`src/hw/rtl/rmdi_pkg.sv`:
```
// Shared types, constants and register codes of the ray-march density integrator.
`default_nettype none

package rmdi_pkg;

    // Samples taken along each ray chord.
    localparam int STEPS = 40;
    localparam int I_W = (STEPS > 1) ? $clog2(STEPS) : 1;

    // Field and datapath widths.
    localparam int COORD_W  = 20;   // Q3.16 signed input coordinate
    localparam int SMAX_W   = 26;   // exit distance, Q.16
    localparam int DS_W     = 26;   // step length, Q.16
    localparam int DV_W     = DS_W + 1 + COORD_W; // step vector, Q.32 signed
    localparam int P_W      = 48;   // sample point, Q.32 signed
    localparam int MAG_W    = 25;   // clamped coordinate magnitude, Q.16
    localparam int SQ_W     = 2 * MAG_W;
    localparam int R2_W     = SQ_W + 2;
    localparam int XP_W     = R2_W + 16;
    localparam int X_W      = 48;   // divisor width, holds 2^32 + X_MAX
    localparam int QUO_W    = 57;   // 2^56 / x quotient
    localparam int ACC_W    = 53;
    localparam int INT_W    = 26;
    localparam int RECIP_W  = 33;

    localparam int SQRT_ITERS = 25;
    localparam int SQRT_J_W   = $clog2(SQRT_ITERS);
    localparam int DIV_STAGES = QUO_W;

    localparam logic [X_W-1:0]     X_MAX   = 48'h7FFF_FFFF_FFFF;
    localparam logic [X_W-1:0]     ONE_Q32 = 48'h0001_0000_0000;
    localparam logic [ACC_W-1:0]   ACC_MAX = {ACC_W{1'b1}};
    localparam logic [RECIP_W-1:0] RECIP   = RECIP_W'((64'd1 << 32) / STEPS);

    // Front to back queue.
    localparam int QDEPTH = 2;
    localparam int QAW    = (QDEPTH > 1) ? $clog2(QDEPTH) : 1;
    localparam int QCW    = $clog2(QDEPTH + 1);

    typedef enum logic [1:0] {
        CFG_INV_CORE_SQ   = 2'd0,
        CFG_MIN_SCALED_R2 = 2'd1,
        CFG_GAIN          = 2'd2,
        CFG_CEILING       = 2'd3
    } t_cfg_idx;

    typedef struct packed {
        logic signed [COORD_W-1:0] start_x;
        logic signed [COORD_W-1:0] start_y;
        logic signed [COORD_W-1:0] start_z;
        logic signed [COORD_W-1:0] dir_x;
        logic signed [COORD_W-1:0] dir_y;
        logic signed [COORD_W-1:0] dir_z;
    } t_ray;

    typedef struct packed {
        logic [INT_W-1:0] intensity;
        logic             hit;
    } t_res;

    typedef struct packed {
        logic [15:0] inv_core_sq;
        logic [31:0] min_scaled_r2;
        logic [9:0]  gain;
        logic [9:0]  ceiling;
    } t_cfg;

    // One classified ray handed from front to back.
    typedef struct packed {
        logic [2:0][COORD_W-1:0] s;
        logic [2:0][DV_W-1:0]    dv;
        logic [DS_W-1:0]         ds;
        logic                    hit;
    } t_job;

    // Per-sample side information riding down the back pipeline.
    typedef struct packed {
        logic            first;
        logic            last;
        logic            hit;
        logic [DS_W-1:0] ds;
    } t_tag;

    typedef enum logic [3:0] {
        F_IDLE,
        F_DOT,
        F_SQB,
        F_DISC,
        F_SQRT,
        F_SMAX,
        F_DIVQ,
        F_DIVC,
        F_DV,
        F_PUSH
    } t_fstate;

endpackage

`default_nettype wire

```
`src/hw/rtl/rmdi_queue.sv`:
```
// Short job queue between the classifying front and the sampling back.
`default_nettype none

module rmdi_queue (
    input  wire logic          i_clk,
    input  wire logic          i_rst_n,
    input  wire logic          i_push,
    input  rmdi_pkg::t_job     i_data,
    output logic               o_full,
    input  wire logic          i_pop,
    output logic               o_valid,
    output rmdi_pkg::t_job     o_data
);

    rmdi_pkg::t_job                r_mem [0:rmdi_pkg::QDEPTH-1];
    logic [rmdi_pkg::QAW-1:0]      r_wp;
    logic [rmdi_pkg::QAW-1:0]      r_rp;
    logic [rmdi_pkg::QCW-1:0]      r_cnt;

    function automatic logic [rmdi_pkg::QAW-1:0] ptr_inc(input logic [rmdi_pkg::QAW-1:0] p);
        return (p == rmdi_pkg::QAW'(rmdi_pkg::QDEPTH - 1)) ? '0 : p + 1'b1;
    endfunction

    assign o_full  = (r_cnt == rmdi_pkg::QCW'(rmdi_pkg::QDEPTH));
    assign o_valid = (r_cnt != '0);
    assign o_data  = r_mem[r_rp];

    always_ff @(posedge i_clk) begin
        if (i_push) begin
            r_mem[r_wp] <= i_data;
        end
    end

    always_ff @(posedge i_clk) begin
        if (!i_rst_n) begin
            r_wp  <= '0;
            r_rp  <= '0;
            r_cnt <= '0;
        end else begin
            if (i_push) begin
                r_wp <= ptr_inc(r_wp);
            end
            if (i_pop) begin
                r_rp <= ptr_inc(r_rp);
            end
            if (i_push && !i_pop) begin
                r_cnt <= r_cnt + 1'b1;
            end else if (!i_push && i_pop) begin
                r_cnt <= r_cnt - 1'b1;
            end
        end
    end

endmodule

`default_nettype wire

```
`config.mk`:
```
export PLATFORM = sky130hd
export DESIGN_NAME = rmdi_queue
export DESIGN_NICKNAME = d
export VERILOG_FILES = /design/src/hw/rtl/rmdi_pkg.sv /design/src/hw/rtl/rmdi_queue.sv
export SDC_FILE = /design/constraint.sdc
export NUM_CORES = 1
export LEC_CHECK = 0
export ABC_AREA = 1
export CAP_MARGIN = 20
export CORE_AREA = 5 5 175 177
export DETAILED_ROUTE_END_ITERATION = 7
export DIE_AREA = 0 0 180 182
export DONT_BUFFER_PORTS = 1
export PLACE_DENSITY = 0.71
export SETUP_SLACK_MARGIN = 0.5
export SLEW_MARGIN = 20
export SYNTH_ARGS = -nofsm -noshare
export SYNTH_HDL_FRONTEND = slang
export SYNTH_SLANG_ARGS = --single-unit
```
`constraint.sdc`:
```
create_clock -name i_clk -period 20.2 [get_ports i_clk]
set_input_delay 6.06 -clock i_clk [delete_from_list [all_inputs] [get_ports i_clk]]
set_output_delay 6.06 -clock i_clk [all_outputs]
set_load 0.01 [all_outputs]
```
==> results.toml <==
[worst_setup_path]
r2r_cells = 3
worst-setup-path-type = "register to primary output"
cp.arrival_ns = 3.54
cp.required_ns = 14.14
start_kind = "register"
crit_fanout = 95
endpoint_kind = "primary output"

[grt]
antenna_found_initial = 0
grt_max_degree = 152
grt-ovfl-total = 0
grtUsageTotal = 0.198
grt_pass1_vias = 7467
grt_pass1_wl_mm = 48.4

[clock_tree]
clk_latency_ns = 0.52
cts.sinks = 461
cts_made_buffers = 46
clock_tree.root_cell = "clkbuf_16"
post_cts_resized = 0
cts_tree = "built"
h-tree-depth = 2
clk_pin_slew_ns = 0.06
cts_hold_buf = 0
clockBufferDepth = 3
post_cts_buffers = 0

[detailed_routing]
post_drt_via_cell_ratio = 5.73
ant_nets = 0
post_drt_wl_per_cell_um = 28.0
wirelength_mm = 33.7
vias = 6884
route.detailed.drc = 0
first_pass_iters = 4
drt_iter0_markers = 365

[timing]
min_period_ns = 9.60
slew_violations = 0
finalSetupTns_ns = 0
max_slew_margin = 0.261
fmaxAchievable_ghz = 0.104
postLayoutSetupSlackWorst_ns = 10.60
fin_crit_sh = 0.475
fin_worst_skew_ns = 0.0106
rsz0062_at_grt = "no"
timing_hold_violations_final = 0
final-setup-viol-count = 0
max_slew.worst_pin.slew_ns = 1.11

[pwr]
power_frac_seq = 0.545
leakage_uw = 0.00604
p_clk_frac = 0.395
p_switching_uw = 423
internal_power_uw = 1640
comb_power_share = 0.060
power_density_nw_per_um2 = 111
p_sw_frac = 0.204
peakVddDrop_mv = 0.0817

[floorplan]
io_pins = 462
rows = 63
initial_core_util = 0.576
die_w_um = 180
die_h_um = 182
core_um2 = 29100
die_area_um2 = 32800

[layout]
layout_commonest_cell = "edfxtp_1"
multi_input_comb_area_um2 = 2670
fin_nets = 1006
diodes = 0
drive_gt1_frac = 0.372
regArea_um2 = 13800
syn2layout_area_growth_pct = 10.6
final_cell_mix = "456 x edfxtp_1, 228 x mux2_2, 49 x clkbuf_16"
fillers = 1874

[place]
post-place-ws_ns = 11.05
detailed_place_hpwl_mm = 23.7
io_buffers = 0
gp_congestion = 0.848

[status]
status = "finished clean"

[logic_synthesis]
yosysWarnings = 0
ys_ff_latch = 461
synth_area_leaders = "edfxtp_1 82%, mux2_2 15%, buf_6 1.6%"
syn-num-nets = 977
synth_top_area_frac = 0.817
synth_area_um2 = 16800
ys_seq_area_frac = 0.823
postSynthCellCount = 744
synth_top_area_cell = "edfxtp_1"
synth_area_per_cell_um2 = 22.5
synth_cell_types = 13

[min_path]
min_delay_path_depth = 2
min_path_type = "register to register"

[job]
cap_viol_max_count = 0
[area by class of cell]
class | instances | area share
well taps | 390 | 0.0263
clock buffers | 52 | 0.0667
multi-input cells | 250 | 0.144
repair buffers | 6 | 0.00283
inverters | 8 | 0.00202
flip-flops and latches | 461 | 0.744
clock inverters | 34 | 0.0142
[stage by stage]
stage	instance area, um2	hold WS (ns)	std cells	utilization	power (uW)
after floorplan	16800	0.463	744	-	1260
after global placement	17000	0.477	1115	0.586	1270
after detailed placement	17000	0.488	1115	0.586	1270
after CTS	18500	0.507	1201	0.638	2090
after global routing	18500	0.562	1201	0.638	2150
final	18500	0.497	1201	0.638	2070
[kinds of logic (layout without fill, tap and decap cells)]
| kind of cell | after synthesis | count (layout) | share of synthesized area |
|---|---|---|---|
| compound gates | 2 | 2 | 0.000596 |
| fa+ha+maj | 1 | 1 | 0.000746 |
| buf+inv | 33 | 100 | 0.0184 |
| flops | 461 | 461 | 0.823 |
| mux | 228 | 228 | 0.153 |
| simple gates | 19 | 19 | 0.00448 |
[per-layer routing]
| metal | vias up | GRT usage | routed length (um) |
|---|---|---|---|
| met1 | 3421 | 0.191 | 10400 |
| met3 | 75 | 0.107 | 4200 |
| met4 | 0 | 0.0707 | 1120 |
| li1 | 3014 | - | - |
| met2 | 374 | 0.357 | 18000 |
| met5 | - | 0 | 0 |
[synthesized netlist by cell type]
master,number
buf_6,24
mux2_2,228
inv_1,8
ha_1,1
buf_4,1
edfxtp_1,456
o21ai_0,1
nand2_1,9
a21oi_1,1
nand3_1,1
dfxtp_1,5
nand4_1,1
nor2_1,8
[power groups by stage]
| stage | registers [uW] | logic, uW | clock network (uW) |
|---|---|---|---|
| 2_1_floorplan | 1150 | 108 | 0 |
| 3_3_place_gp | 1140 | 123 | 0 |
| 3_5_place_dp | 1150 | 125 | 0 |
| 4_1_cts | 1130 | 126 | 835 |
| 5_1_grt | 1130 | 131 | 884 |
| 6_report | 1130 | 124 | 817 |
[flip-flops by register name, summed over array words and instances, names as in the netlist, named ones only]
register / flops
r_mem: 456
r_wp: 1
r_cnt: 2
r_rp: 1
[worst max-delay path: stages, from the launching register on]
cell     delay, ns
dfxtp_4       0.88
buf_6         0.69
buf_4         0.82
mux2_2        0.46
[final timing paths]
path | start | slack [ns] | to
worst max-delay path | register | 10.60 | o_data[187]
worst min-delay path | r_rp | 0.50 | r_rp
worst max register to register | r_wp | 17.35 | r_mem[1][148]
worst min register to register | r_rp | 0.50 | r_rp
Power figures use the tool's default switching activity.
